### src/rtl/core/lgge_pkg.sv
// shared constants, types and control/status bundles for the life grid engine
package lgge_pkg;

    // grid geometry
    localparam int GRID_W = 256;
    localparam int GRID_H = 128;
    localparam int COL_AW = $clog2(GRID_W);
    localparam int ROW_AW = $clog2(GRID_H);
    localparam int CNT_W  = $clog2(GRID_H + 1);

    // command codes carried on s_func
    typedef enum logic [1:0] {
        FN_WRITE = 2'd0,
        FN_READ  = 2'd1,
        FN_STEP  = 2'd2,
        FN_CLEAR = 2'd3
    } func_t;

    // controller states
    typedef enum logic [2:0] {
        ST_IDLE,
        ST_DECODE,
        ST_CELL,
        ST_STEP,
        ST_STEP_LAST,
        ST_FINISH
    } state_t;

    // source of a row write
    typedef enum logic [1:0] {
        WR_CELL,
        WR_GEN,
        WR_ZERO
    } wr_sel_t;

    // controller to datapath commands
    typedef struct packed {
        logic              load_cmd;
        logic              rd_en;
        logic              wr_en;
        logic              use_pos;
        logic [ROW_AW-1:0] rd_row;
        logic [ROW_AW-1:0] wr_row;
        wr_sel_t           wr_sel;
        logic              shift_en;
        logic              clear_all;
        logic              cap_cell;
        logic              load_out;
    } ctrl_cmd_t;

    // datapath to controller status
    typedef struct packed {
        func_t func;
        logic  pos_bad;
    } dp_stat_t;

endpackage

### src/rtl/core/lgge_ctrl.sv
// command sequencer: decode, cell access, generation sweep, result handoff
module lgge_ctrl (
    input  logic                aclk,
    input  logic                aresetn,
    input  logic                s_valid,
    output logic                s_ready,
    output logic                m_valid,
    input  logic                m_ready,
    input  lgge_pkg::dp_stat_t  stat,
    output lgge_pkg::ctrl_cmd_t cmd
);
    import lgge_pkg::*;

    state_t           state_reg;
    state_t           state_next;
    logic [CNT_W-1:0] cnt_reg;
    logic [CNT_W-1:0] cnt_next;
    logic             m_valid_reg;
    logic             m_valid_next;

    // state, sweep counter, output valid
    always_ff @(posedge aclk) begin
        if (!aresetn) begin
            state_reg   <= ST_IDLE;
            cnt_reg     <= '0;
            m_valid_reg <= 1'b0;
        end else begin
            state_reg   <= state_next;
            cnt_reg     <= cnt_next;
            m_valid_reg <= m_valid_next;
        end
    end

    // next state and commands
    always_comb begin
        state_next = state_reg;
        cnt_next   = cnt_reg;
        s_ready    = 1'b0;
        cmd        = '0;
        cmd.wr_sel = WR_ZERO;

        case (state_reg)
            ST_IDLE: begin
                s_ready = 1'b1;
                if (s_valid) begin
                    cmd.load_cmd = 1'b1;
                    state_next   = ST_DECODE;
                end
            end
            ST_DECODE: begin
                case (stat.func)
                    FN_WRITE, FN_READ: begin
                        if (stat.pos_bad) begin
                            state_next = ST_FINISH;
                        end else begin
                            cmd.rd_en   = 1'b1;
                            cmd.use_pos = 1'b1;
                            state_next  = ST_CELL;
                        end
                    end
                    FN_STEP: begin
                        cmd.rd_en  = 1'b1;
                        cmd.rd_row = '0;
                        cnt_next   = CNT_W'(1);
                        state_next = ST_STEP;
                    end
                    FN_CLEAR: begin
                        cmd.clear_all = 1'b1;
                        state_next    = ST_FINISH;
                    end
                    default: state_next = ST_FINISH;
                endcase
            end
            ST_CELL: begin
                cmd.cap_cell = 1'b1;
                if (stat.func == FN_WRITE) begin
                    cmd.wr_en   = 1'b1;
                    cmd.use_pos = 1'b1;
                    cmd.wr_sel  = WR_CELL;
                end
                state_next = ST_FINISH;
            end
            // fetched row is cnt-1; new value of row cnt-2 is written
            ST_STEP: begin
                cmd.shift_en = 1'b1;
                if (cnt_reg != CNT_W'(GRID_H)) begin
                    cmd.rd_en  = 1'b1;
                    cmd.rd_row = ROW_AW'(cnt_reg);
                end
                if (cnt_reg >= CNT_W'(2)) begin
                    cmd.wr_en  = 1'b1;
                    cmd.wr_row = ROW_AW'(CNT_W'(cnt_reg - CNT_W'(2)));
                    cmd.wr_sel = (cnt_reg == CNT_W'(2)) ? WR_ZERO : WR_GEN;
                end
                if (cnt_reg == CNT_W'(GRID_H)) begin
                    state_next = ST_STEP_LAST;
                end else begin
                    cnt_next = CNT_W'(cnt_reg + CNT_W'(1));
                end
            end
            // bottom border row
            ST_STEP_LAST: begin
                cmd.wr_en  = 1'b1;
                cmd.wr_row = ROW_AW'(GRID_H - 1);
                cmd.wr_sel = WR_ZERO;
                state_next = ST_FINISH;
            end
            ST_FINISH: begin
                if (!m_valid_reg || m_ready) begin
                    cmd.load_out = 1'b1;
                    state_next   = ST_IDLE;
                end
            end
            default: state_next = ST_IDLE;
        endcase
    end

    // output register valid
    always_comb begin
        if (cmd.load_out) begin
            m_valid_next = 1'b1;
        end else if (m_ready) begin
            m_valid_next = 1'b0;
        end else begin
            m_valid_next = m_valid_reg;
        end
    end

    assign m_valid = m_valid_reg;

endmodule

### config.mk
export PLATFORM = sky130hd
export DESIGN_NAME = lgge_ctrl
export DESIGN_NICKNAME = d
export VERILOG_FILES = /design/src/rtl/core/lgge_pkg.sv /design/src/rtl/core/lgge_ctrl.sv
export SDC_FILE = /design/constraint.sdc
export NUM_CORES = 1
export LEC_CHECK = 0
export BUFFER_PORTS_ARGS = -buffer_cell sky130_fd_sc_hd__buf_4
export CAP_MARGIN = 40
export CORE_UTILIZATION = 50
export CTS_BUF_LIST = sky130_fd_sc_hd__clkbuf_8 sky130_fd_sc_hd__clkbuf_16
export CTS_CLUSTER_SIZE = 25
export DETAILED_ROUTE_END_ITERATION = 8
export PLACE_DENSITY = 0.77
export SETUP_SLACK_MARGIN = 0.15
export SKIP_LAST_GASP = 1
export SYNTH_ARGS = -nofsm -noshare
export SYNTH_HDL_FRONTEND = slang
export SYNTH_SLANG_ARGS = --single-unit
### constraint.sdc
create_clock -name aclk -period 1.7 [get_ports aclk]
set_input_delay 0.34 -clock aclk [delete_from_list [all_inputs] [get_ports aclk]]
set_output_delay 0.34 -clock aclk [all_outputs]
set_load 0.02 [all_outputs]
==> impl_metrics.json, run 1 <==
{
  "clock_sinks": 12,
  "grt-ovfl-total": 28,
  "place_congestion": 0.887,
  "ys_ff_latch": 12,
  "worstEpCategory": "top-level output",
  "syn_area_sq_um": 1040,
  "synthFlopType": "dfxtp_1",
  "synth_fp_nets": 143,
  "postSynth.asyncResetShare_pct": 0,
  "lastStage": "5_1_grt",
  "synth_cells": 131,
  "htreeDepth": 1,
  "synth.area.top_cells": "dfxtp_1, ha_1, nor2_1, o21ai_0, nor3_1",
  "pin_count": 33,
  "seq_area_frac_synth_pct": 23.2,
  "cts_made_buffers": 3,
  "die_y_um": 47.5,
  "error_line": "[ERROR GRT-0232] Routing congestion too high. Check the congestion heatmap in the GUI.",
  "synth.largest_area_cell": "dfxtp_1",
  "clockBufferDepth": 2,
  "die_w_um": 47.5,
  "synth_edf_count": 0,
  "num_rows": 16,
  "port_buffers": 32,
  "hold_buffers": 0,
  "yosysWarnings": 0,
  "start_util_pct": 52.9,
  "grt_max_degree": 11,
  "grt_use_total_pct": 74.0,
  "synth_top_cell_area_share_pct": 23.2,
  "place_hpwl_um": 2210,
  "synth_cell_types": 44,
  "crit_endpoint": "cmd[21]",
  "cts-root-buf": "clkbuf_8",
  "status": "did not finish",
  "postSynthAreaPerCell_sq_um": 7.92
}
==> routing by layer <==
metal | GRT overflow | global-route usage, %
met4 | 13 | 86.7
met3 | 0 | 51.7
met2 | 15 | 94.8
met1 | 0 | 71.6
met5 | 0 | 0
==> metrics by stage <==
stage               hold slack [ps]  cells  util (%)  instance area (sq um)  setup slack [ps]
floorplan                       466    131         -                   1070             -68.5
global placement                544    202      73.8                   1450             -2.72
detailed placement              558    202      73.8                   1450             -60.6
CTS                             394    224      91.1                   1790              -299
==> cells in the mapped netlist, types with 2 or more instances <==
cell type,n
o21ai_1,2
a211o_2,2
nand2_1,9
clkbuf_1,3
and2_2,2
o21a_1,2
inv_1,8
nand3b_1,3
ha_1,5
xnor2_1,4
buf_2,2
nand2b_1,2
nor3_1,7
nor2_1,15
or3_1,3
and2_1,5
nor2b_1,2
a31oi_1,2
o21ai_0,9
nand3_1,3
dfxtp_1,12
xor2_1,4
a21oi_1,2
nand4_1,3
==> cell families after synthesis <==
group	Yosys count	synth area share [%]
AND/OR/NAND/NOR	59	30.9
buffers and inverters	16	7.12
adder cells (fa/ha/maj)	5	6.03
AO/OA/AOI/OAI	31	26.1
XOR/XNOR	8	6.75
flip-flops	12	23.2
==> repair_timing <==
action	CTS
pin swaps	13
endpoints found under the setup margin	24
setup buffers	20
gates resized for setup	47
==> inputs of run 2 (changes only) <==
--- a/config.mk
+++ b/config.mk
@@ -7,12 +7,10 @@
 export LEC_CHECK = 0
 export BUFFER_PORTS_ARGS = -buffer_cell sky130_fd_sc_hd__buf_4
 export CAP_MARGIN = 40
-export CORE_UTILIZATION = 50
-export CTS_BUF_LIST = sky130_fd_sc_hd__clkbuf_8 sky130_fd_sc_hd__clkbuf_16
-export CTS_CLUSTER_SIZE = 25
+export CORE_AREA = 2 2 63 65
 export DETAILED_ROUTE_END_ITERATION = 8
-export PLACE_DENSITY = 0.77
-export SETUP_SLACK_MARGIN = 0.15
+export DIE_AREA = 0 0 65 67
+export PLACE_DENSITY_LB_ADDON = 0.15
 export SKIP_LAST_GASP = 1
 export SYNTH_ARGS = -nofsm -noshare
 export SYNTH_HDL_FRONTEND = slang
==> impl_metrics.json, run 2 <==
{
  "seqCellArea_sq_um": 250,
  "postSynth.asyncResetShare_pct": 0,
  "grt_use_total_pct": 14.9,
  "setup_viol": 15,
  "pin_count": 33,
  "finalWorstSetupSlack_ps": -257,
  "grt_pass1_wl_um": 4980,
  "r2r_start": "state_reg[2]$_SDFFE_PN0P_",
  "endpoint_kind": "primary output",
  "first_pass_iters": 4,
  "rsz0062_at_grt": "yes",
  "fillCellCount": 370,
  "start_kind": "flop",
  "avgRoutedWirePerCell_um": 12.4,
  "dp_cells": 233,
  "power_density_nw_per_um2": 778,
  "antenna_found_initial": 0,
  "worstSkewPairLatency_ps": 240,
  "synth_top_cell_area_share_pct": 23.2,
  "vias_per_cell": 4.79,
  "syn_area_sq_um": 1040,
  "drc": 0,
  "final_cell_mix": "buf_4, buf_6, nor2_1",
  "cp-startpoint": "cnt_reg[3]$_SDFFE_PN0P_",
  "cts_made_buffers": 3,
  "synthAdderAreaFrac_pct": 6.03,
  "crit_family": "simple AND/OR/NAND/NOR gates",
  "layout-drive-gt1-share_pct": 56.3,
  "die_w_um": 65,
  "ir_drop_uv": 346,
  "worst_clock_skew_ps": 2.07,
  "place_hpwl_um": 2420,
  "drv_slew": 0,
  "synth_compound_area_share_pct": 26.1,
  "r2r_end": "cnt_reg[0]$_SDFFE_PN0P_",
  "slowest_stage": "or3_4",
  "nets": 210,
  "multi_input_area_sq_um": 801,
  "synth_cell_types": 44,
  "muxShareOfSynthArea_pct": 0,
  "clockBufferDepth": 2,
  "p_leak_nw": 0.849,
  "crit_type": "reg -> out",
  "ys_ff_latch": 12,
  "finalWirelength_um": 3030,
  "area_delta_synth_final_pct": 72.5,
  "synth_top_family_by_area": "simple AND/OR/NAND/NOR gates",
  "synthFlopType": "dfxtp_1",
  "cts_tree": "yes",
  "ant_nets": 0,
  "yosysWarnings": 0,
  "grt_max_degree": 12,
  "n_antenna_cell": 0,
  "hold_class": "in -> reg",
  "synth_cells": 131,
  "synth-simple-area-share_pct": 30.9,
  "rrSetupSlack_ps": 80,
  "r2r_cells": 8,
  "stdcell_count": 245,
  "dp_worst_setup_slack_ps": -52.7,
  "crit_path_end": "cmd[21]",
  "synth.largest_area_cell": "dfxtp_1",
  "relSlewSlack_pct": 80.8,
  "layout_commonest_cell": "buf_4",
  "fin_crit_sh_pct": 115,
  "hold_viol": 0,
  "worst_path_largest_cell_delay_ps": 400,
  "clock_sinks": 12,
  "status": "complete, but fails checks",
  "max_cap_viol_count": 0,
  "die-area_sq_um": 4360,
  "tightest_slew_ps": 288,
  "yosysMostFrequentCell": "nor2_1",
  "worstPathArrival_ps": 1620,
  "drt_iter0_drc": 32,
  "seq_area_frac_synth_pct": 23.2,
  "cts-root-buf": "clkbuf_8",
  "port_buffers": 32,
  "cp.depth": 5,
  "synth-xor-area-share_pct": 6.76,
  "synth_fp_nets": 143,
  "postSynthAreaPerCell_sq_um": 7.92,
  "synth_edf_count": 0,
  "grt-ovfl-total": 0,
  "clk_pin_slew_ps": 50,
  "start_util_pct": 28.8,
  "crit_fanout": 8,
  "die_y_um": 67,
  "largest_reg_flops": 8,
  "synth_common_cells": "nor2_1, dfxtp_1, nand2_1, o21ai_0, inv_1",
  "vias": 1174,
  "synth.area.top_cells": "dfxtp_1, ha_1, nor2_1, o21ai_0, nor3_1",
  "crit_chain": "or3_4, o41ai_4, buf_6, o211ai_1, buf_4",
  "max_freq_mhz": 511,
  "cp.required_ps": 1360,
  "violations": "setup timing",
  "htreeDepth": 1,
  "num_rows": 22,
  "place_congestion": 0.802,
  "fin_util_pct": 49.6,
  "crit_buf_inv": 2,
  "layout_min_cycle_time_ps": 1960,
  "hold_ws_ps": 387,
  "core_sq_um": 3610,
  "first_global_vias": 1127
}
run 2: cell counts after synthesis:
No cell type changed its count.
run 2: routing by layer:
layer,GRT usage (%),part of all wire [%],vias to the layer above
met5,0,0,-
met4,5.59,1.2,0
met3,2.20,3.5,4
met2,25.9,48,20
met1,18.4,47,557
li1,-,-,593
run 2: repair_timing:
item                       4_1_cts  5_1_grt
hold buffers                     0        0
setup buffers                    1        7
pin swaps                        7       11
gates resized for setup         25       18
setup endpoints to repair       18       19
run 2: cells by family after synthesis:
logic type	after synthesis
and+or+nand+nor	59
DFF	12
adders and majority gates	5
xor gates and xnor gates	8
buffers and inverters	16
AOI/OAI and AO/OA	31
run 2: how the worst min path moves through the flow:
stage | from | endpoint | slack, ps | cells past startpoint
CTS | aresetn | cnt_reg[0]$_SDFFE_PN0P_ | 380 | 2
detailed placement | m_valid$_SDFFE_PN0P_ | m_valid$_SDFFE_PN0P_ | 560 | 2
finish | aresetn | cnt_reg[0]$_SDFFE_PN0P_ | 390 | 2
floorplan | aresetn | cnt_reg[0]$_SDFFE_PN0P_ | 470 | 1
global placement | m_valid$_SDFFE_PN0P_ | m_valid$_SDFFE_PN0P_ | 560 | 2
global route | aresetn | cnt_reg[0]$_SDFFE_PN0P_ | 390 | 2
run 2: power breakdown:
part	leakage (nW)	switching (mW)	internal (mW)
Combinational	0.720	0.391	0.362
Sequential	0.101	0.0226	0.313
Clock	0.0288	0.0984	0.204
Total	0.849	0.512	0.880
run 2: final cells by class:
class | instances | area share, %
clock buffer | 4 | 3.08
inverter | 9 | 1.89
multi-input combinational | 103 | 44.8
sequential | 12 | 14.0
tap | 48 | 3.36
timing repair buffer | 69 | 32.9
run 2: per-stage QoR:
| stage | cell area [sq um] | total power, mW | TNS (ps) |
|---|---|---|---|
| 3_5_place_dp | 1540 | 1.00 | -145 |
| 3_3_place_gp | 1540 | 0.995 | -53.8 |
| 5_1_grt | 1790 | 1.48 | -3820 |
| 6_report | 1790 | 1.39 | -2470 |
| 4_1_cts | 1680 | 1.35 | -2790 |
| 2_1_floorplan | 1060 | 0.728 | -41.0 |
run 2: worst register-to-register path: stages (launching register included):
cell and delay (ps):
dfxtp_2 330, nand3b_1 200, buf_6 150, a41oi_4 250
nand2_2 100, buf_4 140, buf_4 120, buf_4 120
o211a_1 110
(Power assumes the default switching activity.)
==> inputs of run 3 (changes only) <==
--- a/config.mk
+++ b/config.mk
@@ -7,9 +7,11 @@
 export LEC_CHECK = 0
 export BUFFER_PORTS_ARGS = -buffer_cell sky130_fd_sc_hd__buf_4
 export CAP_MARGIN = 40
-export CORE_AREA = 2 2 63 65
+export CELL_PAD_IN_SITES_DETAIL_PLACEMENT = 1
+export CELL_PAD_IN_SITES_GLOBAL_PLACEMENT = 1
+export CORE_AREA = 4 4 65 67
 export DETAILED_ROUTE_END_ITERATION = 8
-export DIE_AREA = 0 0 65 67
+export DIE_AREA = 0 0 69 71
 export PLACE_DENSITY_LB_ADDON = 0.15
 export SKIP_LAST_GASP = 1
 export SYNTH_ARGS = -nofsm -noshare
==> impl_metrics.json, run 3 (synthesis gave the netlist of run 2 again) <==
{
  "status": "complete, but fails checks",
  "violations": "setup timing",
  "grt-ovfl-total": 0,
  "placed_area_sq_um": 1530,
  "final_design_area_no_fill_sq_um": 1700,
  "swShare_pct": 37.8,
  "p_sw_mw": 0.522,
  "crit_family": "simple AND/OR/NAND/NOR gates",
  "rsz0062_at_grt": "yes",
  "finalWorstSetupSlack_ps": -242,
  "cts-root-buf": "clkbuf_8",
  "vias_per_cell": 4.88,
  "crit_type": "reg -> out",
  "avgRoutedWirePerCell_um": 15.2,
  "place_congestion": 0.776,
  "crit_fanout": 2,
  "tightest_slew_ps": 308,
  "final_cell_mix": "buf_4, nor2_1, buf_6",
  "die_y_um": 71,
  "r2r_cells": 8,
  "hold_end": "cnt_reg[0]$_SDFFE_PN0P_",
  "core_sq_um": 3630,
  "cts_tree": "yes",
  "dp_cells": 232,
  "total_power_mw": 1.38,
  "clockBufferDepth": 2,
  "hold_depth": 2,
  "p_seq_share_pct": 24.6,
  "ant_nets": 0,
  "endpoint_kind": "primary output",
  "largest_reg_flops": 8,
  "hold_class": "in -> reg",
  "vias": 1166,
  "area_delta_synth_final_pct": 63.9,
  "cts_made_buffers": 3,
  "r2r_end": "cnt_reg[0]$_SDFFE_PN0P_",
  "htreeDepth": 1,
  "n_antenna_cell": 0,
  "num_rows": 22,
  "pin_count": 33,
  "p_clk_share_pct": 22.0,
  "p_int_mw": 0.860,
  "max_freq_mhz": 515,
  "drv_slew": 0,
  "r2r_start": "cnt_reg[6]$_SDFFE_PN0P_",
  "worst_clock_skew_ps": 2.37,
  "first_global_vias": 1176,
  "worst_path_largest_cell_delay_ps": 400,
  "grt_max_degree": 11,
  "finalWirelength_um": 3640,
  "drc": 0,
  "rrSetupSlack_ps": -110,
  "port_buffers": 32,
  "stdcell_count": 239,
  "slowest_stage": "or3_4",
  "setup_viol": 16,
  "grt_pass1_wl_um": 5710,
  "nets": 204,
  "start_kind": "flop",
  "crit_buf_inv": 2,
  "place_hpwl_um": 2750,
  "first_pass_iters": 2,
  "power_density_nw_per_um2": 813,
  "hold_start": "aresetn",
  "worstPathArrival_ps": 1600,
  "die-area_sq_um": 4900,
  "clk_pin_slew_ps": 50,
  "max_cap_viol_count": 0,
  "layout_commonest_cell": "buf_4",
  "hold_viol": 0,
  "grt_use_total_pct": 14.1,
  "p_leak_nw": 0.810,
  "ir_drop_uv": 291,
  "layout-drive-gt1-share_pct": 52.9,
  "power_frac_comb_pct": 53.4,
  "die_w_um": 69,
  "start_util_pct": 28.5,
  "crit_chain": "or3_4, buf_6, nor3_4, xnor2_1, o21ai_1, buf_4",
  "cp.required_ps": 1360,
  "clock_sinks": 12,
  "worstSkewPairLatency_ps": 240,
  "relSlewSlack_pct": 79.5,
  "antenna_found_initial": 0,
  "layout_min_cycle_time_ps": 1940,
  "fin_crit_sh_pct": 114,
  "drt_iter0_drc": 36
}
-- run 3: changes by cell type in the layout (fill, tap and decap cells not counted), sizes merged --
cell,change
buf,-6
-- run 3: worst max-delay path by stage --
| stage | from | end | depth (start not counted) |
|---|---|---|---|
| 2_1_floorplan | cnt_reg[1]$_SDFFE_PN0P_ | cmd[21] | 3 |
| 3_5_place_dp | cnt_reg[1]$_SDFFE_PN0P_ | cmd[12] | 6 |
| 3_3_place_gp | cnt_reg[1]$_SDFFE_PN0P_ | cmd[12] | 6 |
| 6_report | cnt_reg[2]$_SDFFE_PN0P_ | cmd[12] | 6 |
| 5_1_grt | cnt_reg[2]$_SDFFE_PN0P_ | cmd[12] | 6 |
| 4_1_cts | cnt_reg[1]$_SDFFE_PN0P_ | cmd[21] | 5 |
-- run 3: power by group through the flow --
stage,logic [mW],clock network (mW),registers (mW)
after floorplan,0.392,0,0.335
after global placement,0.662,0,0.339
after detailed placement,0.673,0,0.338
after CTS,0.707,0.308,0.336
after global routing,0.794,0.323,0.343
final,0.738,0.304,0.340
-- run 3: what timing repair did --
action / in CTS / in global routing
hold buffers: 0 / 0
resized for setup: 22 / 8
endpoints found under the hold margin: 0 / 0
setup buffers: 0 / 3
pin swaps: 7 / 5
setup endpoints to repair: 15 / 18
-- run 3: final cells by class --
type                       count  area [sq um]
inverter                       9          33.8
clock buffer                   4          55.1
sequential                    12           251
tap                           48          60.1
fill                         449          1930
timing repair buffer          63           510
multi-input combinational    103           790
-- run 3: metrics by stage --
| step | setup slack, ps | TNS (ps) | utilization (%) | hold slack [ps] |
|---|---|---|---|---|
| 4_1_cts | -254 | -2600 | 45.7 | 393 |
| 2_1_floorplan | -41.0 | -41.0 | - | 466 |
| 3_5_place_dp | -110 | -246 | 42.1 | 580 |
| 5_1_grt | -325 | -3760 | 46.8 | 406 |
| 3_3_place_gp | -47.0 | -53.0 | 42.1 | 556 |
| 6_report | -242 | -2740 | 46.8 | 398 |
-- run 3: per-layer routing --
layer  up-vias  share of wire, %  GRT usage, %
met4         0              0.69          3.90
met5         -                 0             0
li1        582                 -             -
met2        20                49          24.6
met1       560                47          18.0
met3         4               3.5          2.41
==> inputs of run 4 (changes only) <==
--- a/config.mk
+++ b/config.mk
@@ -17,3 +17,4 @@
 export SYNTH_ARGS = -nofsm -noshare
 export SYNTH_HDL_FRONTEND = slang
 export SYNTH_SLANG_ARGS = --single-unit
+export TNS_END_PERCENT = 20
==> impl_metrics.json, run 4 (synthesis gave the netlist of run 2 again) <==
{
  "status": "complete, but fails checks",
  "violations": "setup timing",
  "drv_slew": 0,
  "relSlewSlack_pct": 80.0,
  "layout-drive-gt1-share_pct": 43.2,
  "seqCellArea_sq_um": 246,
  "cts_made_buffers": 3,
  "vias_per_cell": 4.76,
  "pin_count": 33,
  "hold_start": "aresetn",
  "crit_fanout": 8,
  "endpoint_kind": "primary output",
  "grt_max_degree": 11,
  "crit_path_end": "cmd[21]",
  "crit_type": "reg -> out",
  "drt_iter0_drc": 25,
  "grt_use_total_pct": 13.9,
  "ant_nets": 0,
  "grt_pass1_wl_um": 5740,
  "final_cell_mix": "buf_4, nor2_1, nand2_1, dfxtp_1",
  "r2r_end": "cnt_reg[0]$_SDFFE_PN0P_",
  "rsz0062_at_grt": "yes",
  "area_delta_synth_final_pct": 51.4,
  "fin_setup_tns_ps": -3430,
  "start_util_pct": 28.5,
  "cp-startpoint": "cnt_reg[3]$_SDFFE_PN0P_",
  "fillCellCount": 450,
  "clockBufferDepth": 2,
  "finalWorstSetupSlack_ps": -263,
  "clock_sinks": 12,
  "rrSetupSlack_ps": 0,
  "cts-root-buf": "clkbuf_8",
  "layout_min_cycle_time_ps": 1960,
  "avgRoutedWirePerCell_um": 14.0,
  "n_antenna_cell": 0,
  "tightest_slew_ps": 300,
  "layout_commonest_cell": "buf_4",
  "drc": 0,
  "num_rows": 22,
  "cts_tree": "yes",
  "vias": 1108,
  "stdcell_count": 233,
  "setup_viol": 18,
  "ir_drop_uv": 285,
  "multi_input_area_sq_um": 743,
  "first_global_vias": 1198,
  "dp_cells": 229,
  "antenna_found_initial": 0,
  "largest_reg_flops": 8,
  "fin_crit_sh_pct": 115,
  "r2r_cells": 7,
  "hold_ws_ps": 389,
  "worstSkewPairLatency_ps": 240,
  "core_sq_um": 3630,
  "p_leak_nw": 0.755,
  "cp.required_ps": 1360,
  "max_freq_mhz": 509,
  "total_power_mw": 1.30,
  "hold_class": "in -> reg",
  "die_w_um": 69,
  "r2r_start": "cnt_reg[1]$_SDFFE_PN0P_",
  "worst_clock_skew_ps": 3.46,
  "place_hpwl_um": 2730,
  "finalWirelength_um": 3270,
  "die_y_um": 71,
  "htreeDepth": 1,
  "port_buffers": 32,
  "nets": 198,
  "clk_pin_slew_ps": 60,
  "first_pass_iters": 4,
  "hold_viol": 0,
  "cts_setup_buffers": 0,
  "power_density_nw_per_um2": 825,
  "worstPathArrival_ps": 1620,
  "max_cap_viol_count": 0,
  "place_congestion": 0.787,
  "final_design_area_no_fill_sq_um": 1570,
  "grt-ovfl-total": 0,
  "die-area_sq_um": 4900,
  "hold_buffers": 0,
  "placed_area_sq_um": 1490,
  "start_kind": "flop"
}
-- run 4: changes by cell type in the layout (fill, tap and decap cells not counted), sizes merged --
cell	previous run	this run
buf	63	57
-- run 4: worst min path at each step --
stage                                    to  slack (ps)  cells past startpoint
floorplan           cnt_reg[0]$_SDFFE_PN0P_         470                      1
global placement       m_valid$_SDFFE_PN0P_         560                      2
detailed placement     m_valid$_SDFFE_PN0P_         580                      2
CTS                 cnt_reg[0]$_SDFFE_PN0P_         390                      2
global route        cnt_reg[0]$_SDFFE_PN0P_         400                      2
finish              cnt_reg[0]$_SDFFE_PN0P_         390                      2
-- run 4: per-stage QoR --
stage,util [%],setup WS (ps)
3_3_place_gp,40.9,-50.1
2_1_floorplan,-,-103
4_1_cts,42.7,-284
6_report,43.2,-263
3_5_place_dp,40.9,-88.8
5_1_grt,43.2,-343
-- run 4: power breakdown --
| group | internal, mW | switching (mW) |
|---|---|---|
| Sequential | 0.307 | 0.0249 |
| Combinational | 0.291 | 0.361 |
| Clock | 0.204 | 0.107 |
| Total | 0.802 | 0.493 |
-- run 4: repair_timing --
| item | CTS | global route |
|---|---|---|
| setup endpoints to repair | 18 | 26 |
| pin swaps | 1 | 1 |
| resized for setup | 4 | 5 |
| hold endpoints to repair | 0 | 0 |
-- run 4: worst max-delay path, cell delays in order, from the launching register on --
cell and delay [ps]:
dfxtp_2 320, or3_4 400, o41ai_4 230, buf_6 170, o211ai_1 80, buf_4 170
-- run 4: layer usage --
layer,wire length [um],up-vias,global-route usage [%]
li1,-,569,-
met2,1530,18,23.2
met4,17,0,3.25
met1,1630,519,18.8
met3,100,2,1.85
met5,0,-,0
-- run 4: area by class of cell --
type	count	area share (%)
multi-input cells	103	47.3
inverters	9	2.15
repair buffers	57	27.5
flip-flops and latches	12	15.7
clock buffers	4	3.51
well taps	48	3.82
